## config.mk

```make
export PLATFORM = sky130hd
export DESIGN_NAME = obb_sat_axis
export DESIGN_NICKNAME = d
export VERILOG_FILES = /design/src/obb_sat_pkg.sv /design/src/obb_sat_axis.sv
export SDC_FILE = /design/constraint.sdc
export NUM_CORES = 1
export LEC_CHECK = 0
export ABC_AREA = 1
export BUFFER_PORTS_ARGS = -buffer_cell sky130_fd_sc_hd__buf_2
export CAP_MARGIN = 15
export CORE_MARGIN = 4
export CORE_UTILIZATION = 40
export DETAILED_ROUTE_END_ITERATION = 7
export PLACE_DENSITY = 0.72
export SKIP_LAST_GASP = 1
export SLEW_MARGIN = 20
export SYNTH_ARGS = -nofsm -noshare
export SYNTH_HDL_FRONTEND = slang
export SYNTH_SLANG_ARGS = --single-unit
```

## constraint.sdc

```tcl
create_clock -name vclk -period 11
set_input_delay 0.55 -clock vclk [all_inputs]
set_output_delay 0.55 -clock vclk [all_outputs]
set_load 0.02 [all_outputs]
```

## src/obb_sat_pkg.sv

```systemverilog
// Shared constants and types for the 2D oriented-box separating-axis test.
// Used by every module of the block; depends on nothing.
package obb_sat_pkg;

  // Default coordinate width (Q12.4 at 16 bits)
  localparam int COORD_WIDTH = 16;

  // Coordinate fields carried in one input transfer
  localparam int NUM_FIELDS = 12;

  // Edge vectors tested as axes (two per box)
  localparam int NUM_EDGES = 4;

  // Result tdata width: one overlap bit padded to a byte
  localparam int OUT_TDATA_W = 8;

  // Load enables for the two stages inside a dot-product unit
  typedef struct packed {
    logic en_mul;
    logic en_sum;
  } pipe_ctl_t;

endpackage

```

## src/obb_sat_axis.sv

```systemverilog
// Per-axis compare: sum of edge projections against twice the center projection.
// Depends on obb_sat_pkg for the edge count.
module obb_sat_axis #(
  parameter int EW = 2 * obb_sat_pkg::COORD_WIDTH
) (
  input  logic [EW-1:0] edge_mag [obb_sat_pkg::NUM_EDGES],
  input  logic [EW:0]   gap_mag,
  output logic          separated
);

  localparam int TW = EW + 2;

  logic [TW-1:0] proj_sum;
  logic [TW-1:0] gap_twice;

  // Sum the four projections; two guard bits keep it exact
  always_comb begin
    proj_sum = '0;
    for (int j = 0; j < obb_sat_pkg::NUM_EDGES; j++) begin
      proj_sum = proj_sum + {2'b00, edge_mag[j]};
    end
    gap_twice = {gap_mag, 1'b0};
    // Touching counts as overlap, so only a strict shortfall separates
    separated = proj_sum < gap_twice;
  end

endmodule

```

==> results.md <==
| Metric | Value | Unit |
| --- | --- | --- |
| Top Metal Used | met5 | - |
| Area share of fa/ha/maj cells after synthesis | 0.407 | - |
| XOR/XNOR share of the synthesized area | 0.0257 | - |
| Detailed route wirelength on metal2 | 5.73 | mm |
| Pleak | 4.20 | nW |
| Average wire per standard cell | 10.2 | µm |
| IR Drop Worst-Case VDD | 0.0438 | mV |
| Cell Area, Synth | 5120 | µm² |
| Remaining number of nets flagged by the antenna check after routing | 0 | - |
| Combined global-route utilization of all metal layers | 0.169 | - |
| Initial core utilization | 0.407 | - |
| Area growth, synth to finish | 20.1 | % |
| Count of boundary I/O pins | 162 | - |
| Cell types occupying the most area after synthesis | sky130_fd_sc_hd__fa_1 25%, sky130_fd_sc_hd__inv_1 21%, sky130_fd_sc_hd__nand2_1 18% | - |
| Outcome | finished clean | - |
| Hold-critical path depth | 6 | - |
| Row Count | 41 | - |
| Startpoint class of the critical path | input pin | - |
| Storage element area | 0 | µm² |
| Leading cell type in the layout, fill and taps excluded | sky130_fd_sc_hd__inv_1 | - |
| GP Congestion | 0.905 | - |
| Combined area of the multi-input logic cells | 4010 | µm² |
| Layout filler cell count | 1365 | - |
| Total iterations of the first detailed-routing run | 5 | - |
| Post-placement setup slack | 6.10 | ns |
| Power per unit of standard cell area | 142 | nW/µm² |
| Sum of met3 wire segment lengths after detailed routing | 684 | µm |
| Die height | 121 | µm |
| Maximum fanout count along the critical path | 4 | - |
| Syn avg cell area | 6.05 | µm² |
| Class of the most critical setup path | input pin to output port | - |
| Hold violation total from the final report | 0 | - |
| Fraction of the mapped netlist area in compound gates | 0.0484 | - |
| Number of input and output port buffers inserted | 162 | - |
| Relative max-transition margin | 0.808 | - |
| Share of the synthesized area in the top cell type | 0.250 | - |
| Pins over their slew limit | 0 | - |
| Chip width | 121 | µm |
| Half-perimeter wire length of the detailed placement result | 11.5 | mm |
| First-pass GRT wire length | 21.2 | mm |
| Worst path setup slack after routing | 6.09 | ns |
| Overall routed net length | 12.0 | mm |
| Share of synthesized cell area in and, or, nand and nor gates | 0.303 | - |
| Worst min-delay path class | input pin to output port | - |
| Distinct cells, synth | 27 | - |
| Via Count | 5088 | - |
| Buffer count from post-CTS setup fixing | 0 | - |
| Warnings, synthesis | 0 | - |
| # resized after CTS | 0 | - |
| Endpoints failing setup | 0 | - |
| Fin nets | 1299 | - |
| Hold endpoint | separated | - |
| FMAX | 0.204 | GHz |
| Combinational family with the most area after synthesis | adder cells | - |
| Number of DRC markers after the initial detailed-route iteration | 174 | - |
| Sort of element at the end of the critical path | output port | - |
| Net count after synthesis | 1135 | - |
| Setup TNS after final layout | 0 | ns |
| Worst-Margin Slew | 0.288 | ns |
| Sequential area share after synthesis | 0 | - |
| Total gr overflow | 0 | - |
| RSZ-0062 raised after global routing | no | - |
| Vias in the first global route | 5055 | - |
| Post-layout minimum cycle time | 4.91 | ns |
| Post-synthesis mux area share | 0 | - |
| Reported max-cap violation count | 0 | - |
| Number of design rule violations left after detail routing | 0 | - |
| Largest net degree at the start of global routing | 7 | - |
| Total of clock buffers placed in the layout | 0 | - |
| Post-layout instance count excluding filler cells | 1181 | - |
| Met1 wire length | 5.54 | mm |
| Hold buffers post-CTS | 0 | - |
| Number of vias per cell after detailed routing | 4.31 | - |
| Tcrit/Tclk final | 0.447 | - |
| Placed Cells incl. Taps | 1180 | - |
| Flip-flop and latch count | 0 | - |
| Die outline area | 14700 | µm² |
| CP Data Arrival Time | 4.36 | ns |
| Initial antenna violation count | 1 | - |
| Commonest cells after routing, fill and taps aside | 288 x sky130_fd_sc_hd__inv_1, 240 x sky130_fd_sc_hd__nand2_1, 162 x sky130_fd_sc_hd__buf_2, 64 x sky130_fd_sc_hd__fa_1, 64 x sky130_fd_sc_hd__ha_1 | - |
| Post-Synthesis Cells | 846 | - |
| Post-layout total power | 871 | µW |
| Min-delay src | gap_mag[0] | - |
| Core region area | 12600 | µm² |
| Layout Utilization | 0.489 | - |
| Data required time at the worst endpoint | 10.45 | ns |
| Share of final-layout standard cells stronger than drive strength 1 | 0.205 | - |
| Library cell occupying the most area in the post-synthesis netlist | sky130_fd_sc_hd__fa_1 | - |
how the worst max path moves through the flow:
stage | startpoint | end | slack [ns] | cells after the start
floorplan | edge_mag[1] | separated | 6.32 | 22
detailed placement | edge_mag[1] | separated | 6.10 | 24
CTS | edge_mag[1] | separated | 6.09 | 24
global placement | edge_mag[1] | separated | 6.22 | 24
global route | edge_mag[1] | separated | 5.78 | 24
finish | edge_mag[1] | separated | 6.09 | 24
worst max-delay path: stages:
cell and delay, ns:
sky130_fd_sc_hd__buf_2 0.08, sky130_fd_sc_hd__inv_1 0.05, sky130_fd_sc_hd__fa_1 0.50, sky130_fd_sc_hd__fa_1 0.52, sky130_fd_sc_hd__inv_1 0.04, sky130_fd_sc_hd__ha_1 0.24, sky130_fd_sc_hd__fa_1 0.45, sky130_fd_sc_hd__nand3_1 0.11
sky130_fd_sc_hd__nand3_1 0.10, sky130_fd_sc_hd__nand2_1 0.09, sky130_fd_sc_hd__nand2_2 0.08, sky130_fd_sc_hd__nand2_2 0.07, sky130_fd_sc_hd__nand2_2 0.06, sky130_fd_sc_hd__nand2_1 0.08, sky130_fd_sc_hd__nand2_1 0.05, sky130_fd_sc_hd__nand2_1 0.06
sky130_fd_sc_hd__nand2_1 0.06, sky130_fd_sc_hd__ha_1 0.30, sky130_fd_sc_hd__a21oi_1 0.15, sky130_fd_sc_hd__o21ai_0 0.10, sky130_fd_sc_hd__a21oi_1 0.19, sky130_fd_sc_hd__nand3_1 0.09, sky130_fd_sc_hd__o21ai_0 0.14, sky130_fd_sc_hd__buf_2 0.20
per-stage QoR:
step | hold slack (ns) | area [µm²]
global route | 1.82 | 6150
CTS | 1.75 | 6150
floorplan | 1.62 | 5120
global placement | 1.74 | 6150
finish | 1.75 | 6150
detailed placement | 1.75 | 6150
cells by family after synthesis:
kind of cell	Yosys count
and+or+nand+nor	361
buffers and inverters	295
adders and majority gates	128
AOI/OAI and AO/OA	47
xor gates and xnor gates	15
area by class of cell:
type                            instances  area share
Timing Repair Buffer                  162       0.132
Antenna cell                            1    0.000407
Tap cell                              172      0.0350
Multi-Input combinational cell        551       0.653
Inverter                              295       0.180
synthesized netlist by cell type, drive strengths merged:
cell type,number
ha,64
a21oi,36
nand4,6
nor3,6
o21bai,1
o21ai,6
nor2,47
o21a,1
xor2,14
and2,1
inv,295
or2,1
and3,1
a21o,2
nand3b,1
nor3b,1
fa,64
xnor2,1
a21boi,1
nand3,31
nand2,266
per-layer routing:
metal	vias up	GRT usage
li1	2749	-
met1	2210	0.227
met2	119	0.310
met3	8	0.0112
met4	2	0.0105
met5	-	0
power by group:
group	internal (mW)	leakage, nW	switching (mW)	total [mW]
logic	0.334	4.20	0.537	0.871
clock network	0.0000000122	0.00000634	0	0.0000000122
registers	0	0	0	0
No activity file was read; power rests on OpenSTA's default activity.
