==> src/obb_sat_pkg.sv <==
// Shared constants and types for the 2D oriented-box separating-axis test.
// Used by every module of the block; depends on nothing.
package obb_sat_pkg;

  // Default coordinate width (Q12.4 at 16 bits)
  localparam int COORD_WIDTH = 16;

  // Coordinate fields carried in one input transfer
  localparam int NUM_FIELDS = 12;

  // Edge vectors tested as axes (two per box)
  localparam int NUM_EDGES = 4;

  // Result tdata width: one overlap bit padded to a byte
  localparam int OUT_TDATA_W = 8;

  // Load enables for the two stages inside a dot-product unit
  typedef struct packed {
    logic en_mul;
    logic en_sum;
  } pipe_ctl_t;

endpackage

==> src/obb_sat_dot.sv <==
// One 2D dot-product unit: registered products, then registered magnitude of their sum.
// Depends on obb_sat_pkg for the stage enable struct and default widths.
module obb_sat_dot #(
  parameter int AW = obb_sat_pkg::COORD_WIDTH,
  parameter int BW = obb_sat_pkg::COORD_WIDTH
) (
  input  logic                   clk,
  input  obb_sat_pkg::pipe_ctl_t ctl,
  input  logic signed [AW-1:0]   a_x,
  input  logic signed [AW-1:0]   a_y,
  input  logic signed [BW-1:0]   b_x,
  input  logic signed [BW-1:0]   b_y,
  output logic [AW+BW-1:0]       mag
);

  localparam int PW = AW + BW;
  localparam int SW = PW + 1;

  logic signed [PW-1:0] prod_x;
  logic signed [PW-1:0] prod_y;
  logic signed [PW-1:0] prod_x_next;
  logic signed [PW-1:0] prod_y_next;
  logic signed [SW-1:0] sum;
  logic signed [SW-1:0] sum_neg;
  logic [PW-1:0]        mag_next;

  // Multiply each coordinate pair exactly
  assign prod_x_next = a_x * b_x;
  assign prod_y_next = a_y * b_y;

  // Add the products and take the magnitude; it always fits in PW bits
  always_comb begin
    sum      = {prod_x[PW-1], prod_x} + {prod_y[PW-1], prod_y};
    sum_neg  = -sum;
    mag_next = sum[SW-1] ? sum_neg[PW-1:0] : sum[PW-1:0];
  end

  // Hold each stage unless its enable lets the next item in
  always_ff @(posedge clk) begin
    if (ctl.en_mul) begin
      prod_x <= prod_x_next;
      prod_y <= prod_y_next;
    end
    if (ctl.en_sum) begin
      mag <= mag_next;
    end
  end

endmodule

==> config.mk <==
export PLATFORM = sky130hd
export DESIGN_NAME = obb_sat_dot
export DESIGN_NICKNAME = d
export VERILOG_FILES = /design/src/obb_sat_pkg.sv /design/src/obb_sat_dot.sv
export SDC_FILE = /design/constraint.sdc
export NUM_CORES = 2
export LEC_CHECK = 0
export BUFFER_PORTS_ARGS = -buffer_cell sky130_fd_sc_hd__buf_2
export CAP_MARGIN = 20
export CELL_PAD_IN_SITES_DETAIL_PLACEMENT = 0
export CELL_PAD_IN_SITES_GLOBAL_PLACEMENT = 2
export CORE_MARGIN = 5
export CORE_UTILIZATION = 42
export DETAILED_ROUTE_END_ITERATION = 8
export MAX_ROUTING_LAYER = met4
export PLACE_DENSITY_LB_ADDON = 0.1
export SYNTH_ARGS = -nofsm -noshare
export SYNTH_HDL_FRONTEND = slang
export SYNTH_SLANG_ARGS = --single-unit
export TNS_END_PERCENT = 20
==> constraint.sdc <==
create_clock -name clk -period 8 [get_ports clk]
set_input_delay 0.4 -clock clk [delete_from_list [all_inputs] [get_ports clk]]
set_output_delay 0.4 -clock clk [all_outputs]
set_load 0.02 [all_outputs]
==> summary.md <==
| Metric | Value |
|---|---|
| Status | completed |
| Post-synth EDFFs | 96 |
| DIE HEIGHT | 254 µm |
| Met1 usage | 27.9% |
| CORE AREA | 58,900 µm² |
| Final Cell Area | 26,400 µm² |
| Yosys cell types | 72 |
| Max Fclk | 0.145 GHz |
| Vias | 17,500 |
| Final HPWL DP | 50,000 µm |
| GRT Resource Usage Total | 20.2% |
| Root buf cell | clkbuf_16 |
| Post-place instance area | 26,100 µm² |
| Filler instances | 5,755 |
| Pin count of the biggest net entering global routing | 65 |
| Final GP Congestion | 0.861 |
| WHS Endpoint | prod_x[0] |
| Slowest-stage cell, CP | fa_1 |
| GR Util met3 | 2.69% |
| Vias in the first global route | 18,900 |
| Headroom to the max-slew limit | 40.4% |
| DRC | 0 |
| M2 GR Usage | 33.0% |
| Clk slew on worst S/H paths | 80 ps |
| Reg2Reg Setup Slack | 3420 ps |
| 1st-iter DRT viols | 853 |
| Worst hold path class | in -> reg |
| # diodes | 0 |
| Gate Count Post-Synth | 2,604 |
| Worst path required time | 8110 ps |
| Worst Clk Skew | 11.9 ps |
| CP Cell Sequence | buf_2 > nand2_1 > inv_1 > fa_1 > fa_1 > fa_1 > fa_1 > fa_1 > inv_1 > fa_1 > inv_1 > ha_1 > a21o_1 > a21o_1 > a21o_1 > a21o_1 > a21o_1 > a221o_1 > a2111oi_0 > o31ai_1 > a21oi_1 > xnor2_1 |
| Startpoint Class | input port |
| Post-CTS sizing | 0 |
| Routed WL | 60,300 µm |
| Reported max-cap violation count | 0 |
| Grt peak-use layer | met2 |
| Syn Nets | 3,393 |
| Worst-case clock buffer depth | 2 |
| Synth top cells by count | inv_1, fa_1, nand2_1 |
| Worst Slack Setup Final | 1080 ps |
| Worst r2r path cells | 12 |
| CP dominant cell by count | fa_1 |
| Worst slack at placement | 640 ps |
| Total number of H-tree levels | 3 |
| Critical R2R Launch | prod_y[0] |
| Area grow syn2layout | 5.86% |
| CTS tree | yes |
| Vias per inst | 5.13 |
| Nets | 3,424 |
| Total CTS buffers | 9 |
| Crit path max-delay family | adder cells |
| First-pass GRT wire length | 101,000 µm |
| Die W | 254 µm |
| Least-Margin Pin Slew | 895 ps |
| Drt wl/cell | 17.7 µm |
| Synth area leader | fa_1 |
| Synth warnings | 0 |
| Initial antenna violation count | 0 |
| Worst r2r dst | mag[30] |
| Min Clock Period, post-route | 6920 ps |
| Std cell rows | 89 |
| Worst hold path depth | 2 |
| Hold_ws | 589 ps |
| Setup crit end kind | flop |
| Hold path startpoint | b_x[0] |
| Worst-Skew Late Latency | 370 ps |
| CTS sink count | 96 |
| 1st-pass router iterations | 5 |
| Final Setup Violations | 0 |
| Synth top area cells | fa_1, edfxtp_1, ha_1 |
| Max-slew violation count | 0 |
| Layout cells sized above 1 | 5.19% |
| CP arrival | 7030 ps |
| Worst-path maximum fanout | 16 |
| Asr flop ratio synth | 0% |
| Post-route ant nets | 0 |
| Worst path buffer plus inverter count | 4 |
| PortBufs | 98 |
| Post-synth design cell area | 24,900 µm² |
| Most frequent cell after synthesis | inv_1 |
| Post-CTS setup buffer count | 0 |
| Unrepaired setup endpoints after global routing | no |
| Area of the die | 64,400 µm² |
| CTS Hold Bufs | 0 |
| Predominant post-synthesis flop cell | edfxtp_1 |
| GR Overflow Total | 0 |
| Syn avg cell area | 9.58 µm² |
| Endpoints failing hold | 0 |
| Yosys reg bits | 96 |
| Fin Setup TNS | 0 ps |
| Tcrit/Tclk final | 86.4% |
| Max stage delay on crit path | 770 ps |
| I/O Pins | 99 |
| Total stage count of the critical path | 22 |
| Area share of the largest cell type after synthesis | 42.1% |
| Starting density of the core | 42.4% |
| Register area share after synthesis | 11.6% |
| Critical path class | in -> reg |
==> state kept, by name, summed over array words and instances, names as in the netlist <==
name / count
mag: 32
prod_x: 32
prod_y: 32
==> metrics by stage <==
step,util [%],instances
6_report,44.8,3413
3_3_place_gp,44.3,3397
5_1_grt,44.8,3413
2_1_floorplan,-,2604
4_1_cts,44.8,3413
3_5_place_dp,44.3,3397
==> placed cells by master (no fill, tap or decap), drive strengths merged, types with 5 or more instances in the layout <==
| master | Yosys | routed |
|---|---|---|
| nand2 | 277 | 277 |
| ha | 197 | 197 |
| inv | 578 | 581 |
| a21o | 36 | 36 |
| xor2 | 38 | 38 |
| edfxtp | 96 | 96 |
| clkbuf | 73 | 9 |
| nand2b | 18 | 18 |
| o21bai | 12 | 12 |
| nor2b | 13 | 13 |
| or3 | 5 | 5 |
| a31oi | 10 | 10 |
| nor2 | 73 | 73 |
| o31ai | 7 | 7 |
| nand4 | 7 | 7 |
| fa | 525 | 525 |
| xnor2 | 92 | 92 |
| nand3 | 13 | 13 |
| a21oi | 75 | 75 |
| or3b | 5 | 5 |
| and2 | 260 | 260 |
| a211oi | 8 | 8 |
| o21a | 14 | 14 |
| nor3 | 22 | 22 |
| and3 | 11 | 11 |
| o21ai | 56 | 56 |
| nor4 | 5 | 5 |
| buf | 10 | 103 |
==> area by class of cell <==
| cell class | count | area [µm²] | share of cell area [%] |
|---|---|---|---|
| Sequential cell | 96 | 2880 | 10.9 |
| Inverter | 578 | 2170 | 8.21 |
| Timing Repair Buffer | 103 | 528 | 2.00 |
| Tap cell | 773 | 967 | 3.66 |
| Multi-Input combinational cell | 1847 | 19600 | 74.1 |
| Clock buffer | 9 | 225 | 0.853 |
| Clock inverter | 7 | 73.8 | 0.280 |
==> worst max path at each step <==
| stage | to | slack (ps) | from |
|---|---|---|---|
| after floorplan | prod_y[31] | 1310 | a_y[15] |
| after global placement | prod_y[31] | 730 | b_y[1] |
| after detailed placement | prod_y[31] | 640 | a_y[15] |
| after CTS | prod_y[31] | 1020 | a_y[15] |
| after global routing | prod_y[31] | 710 | a_y[15] |
| final | prod_y[31] | 1080 | a_y[15] |
==> cells by family after synthesis <==
logic type               synth area share [%]
multiplexers                           0.0401
AND/OR/NAND/NOR                          14.7
XOR/XNOR                                 4.56
buffers and inverters                    10.0
flip-flops                               11.6
AO/OA/AOI/OAI                            7.12
adder cells (fa/ha/maj)                  52.0
==> layer usage <==
| metal | up-vias | part of all wire [%] |
|---|---|---|
| li1 | 8031 | - |
| met1 | 9041 | 45 |
| met2 | 361 | 49 |
| met3 | 65 | 4.1 |
| met4 | 0 | 1.6 |
| met5 | - | 0 |
==> worst reg2reg max path: cells and delay by family, from the launching register on <==
family / cells / cell delay (ps)
AOI/OAI and AO/OA: 7 / 2190
and+or+nand+nor: 2 / 820
adders and majority gates: 2 / 710
DFF: 1 / 440
xor gates and xnor gates: 1 / 240
Power is not shown: default switching activity piles up to over one toggle a cycle in this logic, so the estimate is an artifact.
